$ cat src/rtl/simple_rect_region_combine_defines.svh
// Assertion macros used by the rectangle combine RTL.
`ifndef SIMPLE_RECT_REGION_COMBINE_DEFINES_SVH
`define SIMPLE_RECT_REGION_COMBINE_DEFINES_SVH

`ifndef SYNTHESIS
// Antecedent implies consequent in the same cycle.
`define SRRC_ASSERT_SAME(lbl, clk, rst_n, ante, cons, msg) \
    lbl: assert property (@(posedge clk) disable iff (!rst_n) (ante) |-> (cons)) \
        else $error(msg);
// Antecedent implies consequent in the next cycle.
`define SRRC_ASSERT_NEXT(lbl, clk, rst_n, ante, cons, msg) \
    lbl: assert property (@(posedge clk) disable iff (!rst_n) (ante) |=> (cons)) \
        else $error(msg);
`else
`define SRRC_ASSERT_SAME(lbl, clk, rst_n, ante, cons, msg)
`define SRRC_ASSERT_NEXT(lbl, clk, rst_n, ante, cons, msg)
`endif

`endif

$ cat src/rtl/srrc_pkg.sv
package srrc_pkg;

    localparam int COORD_W = 28;

    // Combine modes.
    localparam logic [2:0] MODE_AND  = 3'd0;
    localparam logic [2:0] MODE_OR   = 3'd1;
    localparam logic [2:0] MODE_XOR  = 3'd2;
    localparam logic [2:0] MODE_DIFF = 3'd3;
    localparam logic [2:0] MODE_COPY = 3'd4;

    // Source shape codes; any code at or above complex counts as complex.
    localparam logic [1:0] SHAPE_EMPTY   = 2'd0;
    localparam logic [1:0] SHAPE_RECT    = 2'd1;
    localparam logic [1:0] SHAPE_COMPLEX = 2'd2;

    // Result status codes.
    localparam logic [1:0] ST_EMPTY   = 2'd0;
    localparam logic [1:0] ST_RECT    = 2'd1;
    localparam logic [1:0] ST_GENERAL = 2'd2;
    localparam logic [1:0] ST_INVALID = 2'd3;

    typedef logic signed [COORD_W-1:0] t_coord;

    typedef struct packed {
        logic [2:0] kind;
        logic [1:0] first_shape;
        t_coord     first_left;
        t_coord     first_top;
        t_coord     first_right;
        t_coord     first_bottom;
        logic [1:0] second_shape;
        t_coord     second_left;
        t_coord     second_top;
        t_coord     second_right;
        t_coord     second_bottom;
    } t_req;

    typedef struct packed {
        logic [1:0] status;
        t_coord     out_left;
        t_coord     out_top;
        t_coord     out_right;
        t_coord     out_bottom;
    } t_rsp;

endpackage

$ cat src/rtl/simple_rect_region_combine.sv
// Channel   Direction  Ports                               Payload
// request   in         i_req_valid / o_req_ready           i_req (srrc_pkg::t_req)
// response  out        o_rsp_valid / i_rsp_ready           o_rsp (srrc_pkg::t_rsp)
//
// A request accepted at an edge loads the input register. When the response
// register can load, the compare-and-select result moves into it and is valid
// there until taken. Throughput is one request per cycle while the response
// is not stalled, set by the two-entry register pipeline.
// Reset is synchronous and active low; it clears both valid flags only.
// A stalled response holds the pipeline; the input stage still accepts a new
// request while it is empty or while it can move into the response register.

`include "simple_rect_region_combine_defines.svh"

module simple_rect_region_combine (
    input  logic          i_clk,
    input  logic          i_rst_n,
    input  logic          i_req_valid,
    output logic          o_req_ready,
    input  srrc_pkg::t_req i_req,
    output logic          o_rsp_valid,
    input  logic          i_rsp_ready,
    output srrc_pkg::t_rsp o_rsp
);

    // Pipeline registers. The request register holds the operands and the
    // response register holds the finished result until it is taken.
    logic           r_s1_valid;
    srrc_pkg::t_req r_req;
    logic           r_rsp_valid;
    srrc_pkg::t_rsp r_rsp;
    srrc_pkg::t_rsp n_rsp;

    logic s1_advance;
    logic req_take;

    // The response register can load when it is empty or being drained this
    // cycle. The request register can load when it is empty or its content moves on.
    assign s1_advance  = !r_rsp_valid || i_rsp_ready;
    assign o_req_ready = !r_s1_valid || s1_advance;
    assign req_take    = i_req_valid && o_req_ready;

    // Operand aliases. Source one is a, source two is c.
    srrc_pkg::t_coord a_l, a_t, a_r, a_b;
    srrc_pkg::t_coord c_l, c_t, c_r, c_b;
    srrc_pkg::t_coord i_l, i_t, i_r, i_b;
    logic s1_complex, s2_complex;
    logic e1, e2;

    assign a_l = r_req.first_left;
    assign a_t = r_req.first_top;
    assign a_r = r_req.first_right;
    assign a_b = r_req.first_bottom;
    assign c_l = r_req.second_left;
    assign c_t = r_req.second_top;
    assign c_r = r_req.second_right;
    assign c_b = r_req.second_bottom;

    // Shape code three is treated the same as complex.
    assign s1_complex = r_req.first_shape >= srrc_pkg::SHAPE_COMPLEX;
    assign s2_complex = r_req.second_shape >= srrc_pkg::SHAPE_COMPLEX;

    // A rectangle with no area counts as an empty source.
    assign e1 = (r_req.first_shape == srrc_pkg::SHAPE_EMPTY) || (a_l >= a_r) || (a_t >= a_b);
    assign e2 = (r_req.second_shape == srrc_pkg::SHAPE_EMPTY) || (c_l >= c_r) || (c_t >= c_b);

    // Intersection, used by both and and diff.
    assign i_l = (a_l > c_l) ? a_l : c_l;
    assign i_t = (a_t > c_t) ? a_t : c_t;
    assign i_r = (a_r < c_r) ? a_r : c_r;
    assign i_b = (a_b < c_b) ? a_b : c_b;

    // Diff result. The cut keeps one rectangle only when the overlap spans a
    // full extent of source one and touches one of its remaining edges.
    logic [1:0]       diff_st;
    srrc_pkg::t_coord d_l, d_t, d_r, d_b;
    logic             i_empty, i_is_a, d_is_a;

    assign i_empty = (i_l >= i_r) || (i_t >= i_b);
    assign i_is_a  = (i_l == a_l) && (i_t == a_t) && (i_r == a_r) && (i_b == a_b);

    always_comb begin
        d_l = a_l;
        d_t = a_t;
        d_r = a_r;
        d_b = a_b;
        if (i_l == a_l && i_r == a_r) begin
            if (i_t == a_t) begin
                d_t = i_b;
            end else if (i_b == a_b) begin
                d_b = i_t;
            end
        end else if (i_t == a_t && i_b == a_b) begin
            if (i_l == a_l) begin
                d_l = i_r;
            end else if (i_r == a_r) begin
                d_r = i_l;
            end
        end
    end

    assign d_is_a = (d_l == a_l) && (d_t == a_t) && (d_r == a_r) && (d_b == a_b);

    always_comb begin
        if (i_empty) begin
            diff_st = srrc_pkg::ST_RECT;
        end else if (i_is_a) begin
            diff_st = srrc_pkg::ST_EMPTY;
        end else if (d_is_a) begin
            diff_st = srrc_pkg::ST_GENERAL;
        end else begin
            diff_st = srrc_pkg::ST_RECT;
        end
    end

    // Or and xor result. Same x extent merges along y, same y extent along x; or
    // also accepts containment, save a first inside a second with the same left edge.
    logic [1:0]       ox_st;
    srrc_pkg::t_coord x_l, x_t, x_r, x_b;
    logic             is_or;

    assign is_or = (r_req.kind == srrc_pkg::MODE_OR);

    always_comb begin
        x_l   = a_l;
        x_t   = a_t;
        x_r   = a_r;
        x_b   = a_b;
        ox_st = srrc_pkg::ST_GENERAL;
        if (a_l == c_l && a_r == c_r) begin
            if (a_t == c_t && a_b == c_b) begin
                ox_st = is_or ? srrc_pkg::ST_RECT : srrc_pkg::ST_EMPTY;
            end else if (c_b < a_t || c_t > a_b) begin
                ox_st = srrc_pkg::ST_GENERAL;
            end else if (is_or) begin
                x_t   = (a_t < c_t) ? a_t : c_t;
                x_b   = (a_b > c_b) ? a_b : c_b;
                ox_st = srrc_pkg::ST_RECT;
            end else if (c_b == a_t) begin
                x_t   = c_t;
                ox_st = srrc_pkg::ST_RECT;
            end else if (c_t == a_b) begin
                x_b   = c_b;
                ox_st = srrc_pkg::ST_RECT;
            end
        end else if (a_t == c_t && a_b == c_b) begin
            if (c_r < a_l || c_l > a_r) begin
                ox_st = srrc_pkg::ST_GENERAL;
            end else if (is_or) begin
                x_l   = (a_l < c_l) ? a_l : c_l;
                x_r   = (a_r > c_r) ? a_r : c_r;
                ox_st = srrc_pkg::ST_RECT;
            end else if (c_r == a_l) begin
                x_l   = c_l;
                ox_st = srrc_pkg::ST_RECT;
            end else if (c_l == a_r) begin
                x_r   = c_r;
                ox_st = srrc_pkg::ST_RECT;
            end
        end else if (is_or) begin
            if (a_l <= c_l) begin
                if (a_r >= c_r && a_t <= c_t && a_b >= c_b) begin
                    ox_st = srrc_pkg::ST_RECT;
                end
            end else if (c_r >= a_r && c_t <= a_t && c_b >= a_b) begin
                x_l   = c_l;
                x_t   = c_t;
                x_r   = c_r;
                x_b   = c_b;
                ox_st = srrc_pkg::ST_RECT;
            end
        end
    end

    // Final selection by mode and source shapes.
    logic [1:0]       sel_st;
    srrc_pkg::t_coord s_l, s_t, s_r, s_b;

    always_comb begin
        sel_st = srrc_pkg::ST_EMPTY;
        s_l    = a_l;
        s_t    = a_t;
        s_r    = a_r;
        s_b    = a_b;
        if (r_req.kind > srrc_pkg::MODE_COPY) begin
            sel_st = srrc_pkg::ST_INVALID;
        end else if (s1_complex) begin
            sel_st = srrc_pkg::ST_GENERAL;
        end else if (r_req.kind == srrc_pkg::MODE_COPY) begin
            sel_st = e1 ? srrc_pkg::ST_EMPTY : srrc_pkg::ST_RECT;
        end else if (s2_complex) begin
            sel_st = srrc_pkg::ST_GENERAL;
        end else begin
            case (r_req.kind)
                srrc_pkg::MODE_AND: begin
                    sel_st = (e1 || e2) ? srrc_pkg::ST_EMPTY : srrc_pkg::ST_RECT;
                    s_l    = i_l;
                    s_t    = i_t;
                    s_r    = i_r;
                    s_b    = i_b;
                end
                srrc_pkg::MODE_DIFF: begin
                    // A second source that misses the first leaves it whole.
                    if (e1) begin
                        sel_st = srrc_pkg::ST_EMPTY;
                    end else if (e2 || i_empty) begin
                        sel_st = srrc_pkg::ST_RECT;
                    end else begin
                        sel_st = diff_st;
                        s_l    = d_l;
                        s_t    = d_t;
                        s_r    = d_r;
                        s_b    = d_b;
                    end
                end
                default: begin
                    // Or and xor.
                    if (e1) begin
                        sel_st = e2 ? srrc_pkg::ST_EMPTY : srrc_pkg::ST_RECT;
                        s_l    = c_l;
                        s_t    = c_t;
                        s_r    = c_r;
                        s_b    = c_b;
                    end else if (e2) begin
                        sel_st = srrc_pkg::ST_RECT;
                    end else begin
                        sel_st = ox_st;
                        s_l    = x_l;
                        s_t    = x_t;
                        s_r    = x_r;
                        s_b    = x_b;
                    end
                end
            endcase
        end
    end

    // A single rectangle with no area is reported as empty, and every
    // coordinate is zero unless the result is a single rectangle.
    logic sel_degenerate;

    assign sel_degenerate = (s_l >= s_r) || (s_t >= s_b);

    always_comb begin
        n_rsp = '0;
        if (sel_st == srrc_pkg::ST_RECT) begin
            if (sel_degenerate) begin
                n_rsp.status = srrc_pkg::ST_EMPTY;
            end else begin
                n_rsp.status     = srrc_pkg::ST_RECT;
                n_rsp.out_left   = s_l;
                n_rsp.out_top    = s_t;
                n_rsp.out_right  = s_r;
                n_rsp.out_bottom = s_b;
            end
        end else begin
            n_rsp.status = sel_st;
        end
    end

    always_ff @(posedge i_clk) begin
        if (!i_rst_n) begin
            r_s1_valid  <= 1'b0;
            r_rsp_valid <= 1'b0;
        end else begin
            if (o_req_ready) begin
                r_s1_valid <= i_req_valid;
            end
            if (s1_advance) begin
                r_rsp_valid <= r_s1_valid;
            end
        end
        if (req_take) begin
            r_req <= i_req;
        end
        if (s1_advance && r_s1_valid) begin
            r_rsp <= n_rsp;
        end
    end

    assign o_rsp_valid = r_rsp_valid;
    assign o_rsp       = r_rsp;

    // A request waiting in the input register survives a stalled response.
    `SRRC_ASSERT_NEXT(a_s1_hold, i_clk, i_rst_n, r_s1_valid && r_rsp_valid && !i_rsp_ready, r_s1_valid, "request lost while response stalled")
    // Coordinates are zero whenever the response is not a single rectangle.
    `SRRC_ASSERT_SAME(a_zero_coords, i_clk, i_rst_n, r_rsp_valid && (r_rsp.status != srrc_pkg::ST_RECT), (r_rsp.out_left == '0) && (r_rsp.out_top == '0) && (r_rsp.out_right == '0) && (r_rsp.out_bottom == '0), "nonzero coordinates on non-rectangle result")
    // An invalid mode moving into the response register reports invalid.
    `SRRC_ASSERT_NEXT(a_invalid_mode, i_clk, i_rst_n, r_s1_valid && s1_advance && (r_req.kind > srrc_pkg::MODE_COPY), r_rsp_valid && (r_rsp.status == srrc_pkg::ST_INVALID), "invalid mode not reported")

endmodule

$ cat config.mk
export PLATFORM = sky130hd
export DESIGN_NAME = simple_rect_region_combine
export DESIGN_NICKNAME = d
export VERILOG_FILES = /design/src/rtl/srrc_pkg.sv /design/src/rtl/simple_rect_region_combine.sv
export VERILOG_INCLUDE_DIRS = /design/src /design/src/rtl
export SDC_FILE = /design/constraint.sdc
export NUM_CORES = 2
export LEC_CHECK = 0
export ABC_CLOCK_PERIOD_IN_PS = 16990
export BUFFER_PORTS_ARGS = -buffer_cell sky130_fd_sc_hd__buf_4
export CORE_AREA = 2 2 199 279
export CTS_BUF_LIST = sky130_fd_sc_hd__clkbuf_8
export CTS_CLUSTER_DIAMETER = 30
export DETAILED_ROUTE_END_ITERATION = 10
export DIE_AREA = 0 0 201 281
export PLACE_DENSITY_LB_ADDON = 0.05
export SLEW_MARGIN = 15
export SYNTH_ARGS = -nofsm -noshare
export SYNTH_HDL_FRONTEND = slang
export SYNTH_SLANG_ARGS = --single-unit
$ cat constraint.sdc
create_clock -name i_clk -period 16.99 [get_ports i_clk]
set_input_delay 2.5485 -clock i_clk [delete_from_list [all_inputs] [get_ports i_clk]]
set_output_delay 2.5485 -clock i_clk [all_outputs]
set_load 0.1 [all_outputs]
==> results of run 1 <==
-- cell families after synthesis --
group | share of synthesized area
buffers and inverters | 0.0570
multiplexers | 0.0241
AO/OA/AOI/OAI | 0.233
flip-flops | 0.324
adder cells (fa/ha/maj) | 0.174
XOR/XNOR | 0.0332
AND/OR/NAND/NOR | 0.155
-- routing by layer --
metal,GRT usage,GRT overflow
met1,0.701,15
met2,0.927,385
met3,0.489,12
met4,0.695,238
met5,0.156,3
-- synth_stat cells (all sizes together) (71+ instances only) --
cell / number
clkbuf: 111
ha: 448
edfxtp: 345
inv: 261
nand4: 105
mux2i: 74
nor2: 290
a21oi: 299
nand2: 213
a21o: 86
nand3: 97
o21ai: 223
o22ai: 71
-- per-stage QoR --
step	std cells	area (sq um)	setup slack, ns	util
4_1_cts	4680	37100	4.93	0.688
3_5_place_dp	4561	35800	5.02	0.663
3_3_place_gp	4561	35800	5.52	0.663
2_1_floorplan	3538	32100	7.74	-
==> metrics.yaml, run 1 <==
grt:
  grt_use_total: 0.703
  grt_overflow: 653
  grt_pass1_wl_um: 299000
  grt_start_max_net_pins: 89
  grt_pass1_vias: 39186
clock_tree:
  htree_levels: 3
  cts-root-buf: "clkbuf_8"
  clock_path_buffers: 3
  postCtsSetupBuffers: 0
  hold_buffers: 0
  cts.sinks: 347
  cts_resized: 0
  cts_buffers: 66
logic_synthesis:
  async_reset_ff_frac: 0
  syn_avg_cell_area_sq_um: 9.09
  synth_area_leaders: "edfxtp_1 (32%), ha_1 (17%), a21oi_1 (4.5%)"
  synth_area_sq_um: 32100
  synth_nets: 4221
  syn_inst: 3538
  yosysUniqueCellTypes: 100
  seq_area_frac_synth: 0.324
  ys_seq_elements: 347
  synth_flop_cell: "edfxtp_1"
  ys_warn_count: 0
  yosys.area.top_type: "edfxtp_1"
  yosys.area.top_type_share: 0.322
  synth-edff-count: 345
floorplanning:
  dieWidth_um: 201
  io_pins: 351
  die_h_um: 281
  rows: 101
  start_util: 0.596
place:
  gp_congestion: 1.30
  port_buffers: 350
  dp_hpwl_um: 128000
outcome:
  status: "aborted with a tool error"
  haltStage: "5_1_grt"
  toolErrorMsg: "[ERROR GRT-0116] Global routing finished with congestion. Check the congestion regions in the DRC Viewer."
==> inputs of run 2 (changes only) <==
--- a/config.mk
+++ b/config.mk
@@ -8,12 +8,10 @@
 export LEC_CHECK = 0
 export ABC_CLOCK_PERIOD_IN_PS = 16990
 export BUFFER_PORTS_ARGS = -buffer_cell sky130_fd_sc_hd__buf_4
-export CORE_AREA = 2 2 199 279
-export CTS_BUF_LIST = sky130_fd_sc_hd__clkbuf_8
-export CTS_CLUSTER_DIAMETER = 30
+export CORE_AREA = 2 2 287 289
 export DETAILED_ROUTE_END_ITERATION = 10
-export DIE_AREA = 0 0 201 281
-export PLACE_DENSITY_LB_ADDON = 0.05
+export DIE_AREA = 0 0 289 291
+export PLACE_DENSITY_LB_ADDON = 0.15
 export SLEW_MARGIN = 15
 export SYNTH_ARGS = -nofsm -noshare
 export SYNTH_HDL_FRONTEND = slang
==> run 2 against run 1 <==
The run now ends clean. Area after synthesis unchanged. Synthesized cell count unchanged.
==> metrics.yaml, run 2 <==
outcome:
  status: "complete, no violations"
sta:
  relSlewSlack: 0.104
  period_share: 0.695
  tightest_slew_ns: 1.33
  tns_ns: 0
  final_max_slew_viol_count: 0
  postLayoutSetupSlackWorst_ns: 5.18
  fin_skew_ns: 0.0228
  fmax_mhz: 84.7
  setup_violations: 0
  min_period_ns: 11.81
  rsz0062_at_grt: "false"
  hold_violations: 0
worst_setup_path:
  crit_required_ns: 17.40
  slowest_delay_ns: 1.20
  worst-r2r-cell-count: 34
  crit_slowest_cell: "a311oi_1"
  worstReg2RegStart: "a_t[11]"
  worst_setup_path_end_kind: "flop"
  r2r_slack_ns: 5.18
  crit_type: "reg2reg"
  cp_max_fo: 57
  cp-start-kind: "flop"
  r2r-end: "o_rsp[100]"
  worstPathArrival_ns: 12.22
logic_synthesis:
  synth_compound_area_frac: 0.233  # unchanged
  async_reset_ff_frac: 0  # unchanged
  ys_warn_count: 0  # unchanged
  synth_top_family_by_area: "compound AO/OA/AOI/OAI gates"
  yosys.area.top_type_share: 0.322  # unchanged
  synthSimpleGateAreaFrac: 0.155  # unchanged
  syn_inst: 3538  # unchanged
  ys_seq_elements: 347  # unchanged
  yosys.area.top_type: "edfxtp_1"
  synth_flop_cell: "edfxtp_1"
  synth_nets: 4221  # unchanged
  synthAdderAreaFrac: 0.174  # unchanged
  synth_area_sq_um: 32100  # unchanged
  synth-edff-count: 345  # unchanged
  syn_avg_cell_area_sq_um: 9.09  # unchanged
  ys_top_cells_by_count: "ha_1 (448), edfxtp_1 (345), a21oi_1 (291), nor2_1 (279), inv_1 (261)"
  synth_xor_area_frac: 0.0332  # unchanged
  synth_area_leaders: "edfxtp_1 (32%), ha_1 (17%), a21oi_1 (4.5%)"
  seq_area_frac_synth: 0.324  # unchanged
  synthMuxAreaShare: 0.0241  # unchanged
  yosysUniqueCellTypes: 100  # unchanged
  synth.most_common_cell: "ha_1"
clock_tree:
  cts_resized: 0  # unchanged
  htree_levels: 2  # -1
  cts.sinks: 347  # unchanged
  clkSlewWorstSetupHoldPaths_ns: 0.06
  cts_buffers: 38  # -42%
  cts-root-buf: "clkbuf_16"
  hold_buffers: 0  # unchanged
  clock_latency_ns: 0.59
  postCtsSetupBuffers: 0  # unchanged
  clock_path_buffers: 3  # unchanged
  cts_tree: "built"
drt:
  drc: 0
  num_vias: 33274
  dr.pass1.iters: 8
  vias_per_cell: 6.68
  final_antenna_net_count: 0
  routed_wire_length_per_instance_um: 33.0
  drt_iter0_markers: 5406
  wl_um: 164000
place:
  dpl_worst_slack_ns: 5.80  # +0.786 ns
  gp_congestion: 1.07  # -17%
  dp_hpwl_um: 127000  # -0.74%
  port_buffers: 350  # unchanged
finish:
  syn_to_final_growth_pct: 17.1
  largest_register_ffs: 114
  nNetsFinal: 4565
  final_common_cell: "buf_4"
  layout_common_cells: "buf_4 (473), ha_1 (448), edfxtp_1 (345)"
  fin_util: 0.463
  drive_gt1_frac: 0.156
floorplanning:
  die_h_um: 291  # +3.6%
  core_area_sq_um: 81200
  rows: 105  # +4.0%
  io_pins: 351  # unchanged
  start_util: 0.396  # -0.200
  die_area_sq_um: 84100
  dieWidth_um: 289  # +44%
min_path:
  min_to: "o_rsp_valid"
  min_from: "r_s1_valid"
  hold_depth: 1
  hold_class: "reg2reg"
flow_run:
  cap_viol_max_count: 0
grt:
  grt_overflow: 0
  grt_start_max_net_pins: 71
  grt_pass1_wl_um: 228000
  grt_use_total: 0.378
  antenna_found_initial: 5
  grt_pass1_vias: 30643
power_and_ir_drop:
  pwr_density_cell_nw_per_um2: 82.7
  irDropWorstVdd_mv: 0.0832
  power_leakage_nw: 15.9
==> run 2: cell counts after synthesis <==
No cell type changed its count.
==> run 2: final cells by class <==
| class | instances | area (sq um) |
|---|---|---|
| clock buffers | 45 | 1070 |
| repair buffers | 473 | 3550 |
| fillers | 8021 | 43600 |
| flip-flops and latches | 347 | 10400 |
| inverters | 262 | 983 |
| multi-input cells | 2760 | 20000 |
| diodes | 1 | 2.50 |
| clock inverters | 25 | 312 |
| well taps | 1070 | 1340 |
==> run 2: metrics by stage <==
step	hold WS (ns)	instances	total power, mW	instance area [sq um]
finish	0.552	4983	3.11	37600
global placement	0.518	4912	2.16	36200
global route	0.551	4982	3.22	37600
CTS	0.541	4982	3.08	37600
floorplan	0.477	3538	1.75	32100
detailed placement	0.527	4912	2.16	36200
==> run 2: per-layer routing <==
metal,GRT usage,share of wire,routed length [um]
met4,0.146,0.045,7370
met5,0,0.00020,33
met1,0.554,0.42,69000
met2,0.493,0.38,62200
met3,0.141,0.16,25800
==> run 2: cell families after synthesis <==
family                   count (synthesis)
buffers and inverters                  431
XOR/XNOR                               122
flip-flops                             347
AND/OR/NAND/NOR                        999
AO/OA/AOI/OAI                         1114
multiplexers                            77
adder cells (fa/ha/maj)                448
==> run 2: how the worst max path moves through the flow <==
stage                           start          to  slack (ns)  cells past startpoint
after floorplan           i_rsp_ready      a_b[0]        7.74                      3
after global placement        a_t[18]  o_rsp[100]        5.89                     38
after detailed placement      a_t[11]  o_rsp[107]        5.80                     34
after CTS                     a_t[11]  o_rsp[107]        5.76                     34
after global routing          a_t[11]   o_rsp[98]        4.85                     34
final                         a_t[11]  o_rsp[100]        5.18                     34
==> run 2: worst max-delay path, delay by kind of cell (launching register included) <==
kind	cells	cell delay (ns)
adders and majority gates	3	1.02
and+or+nand+nor	9	2.46
DFF	1	0.68
muxes	1	0.32
buffers and inverters	6	1.84
AOI/OAI and AO/OA	15	5.20
==> run 2: power by group <==
part           switching, mW  internal [mW]
clock                  0.358          0.557
combinational          0.745          0.355
sequential            0.0999          0.999
Power figures use the tool's default switching activity.
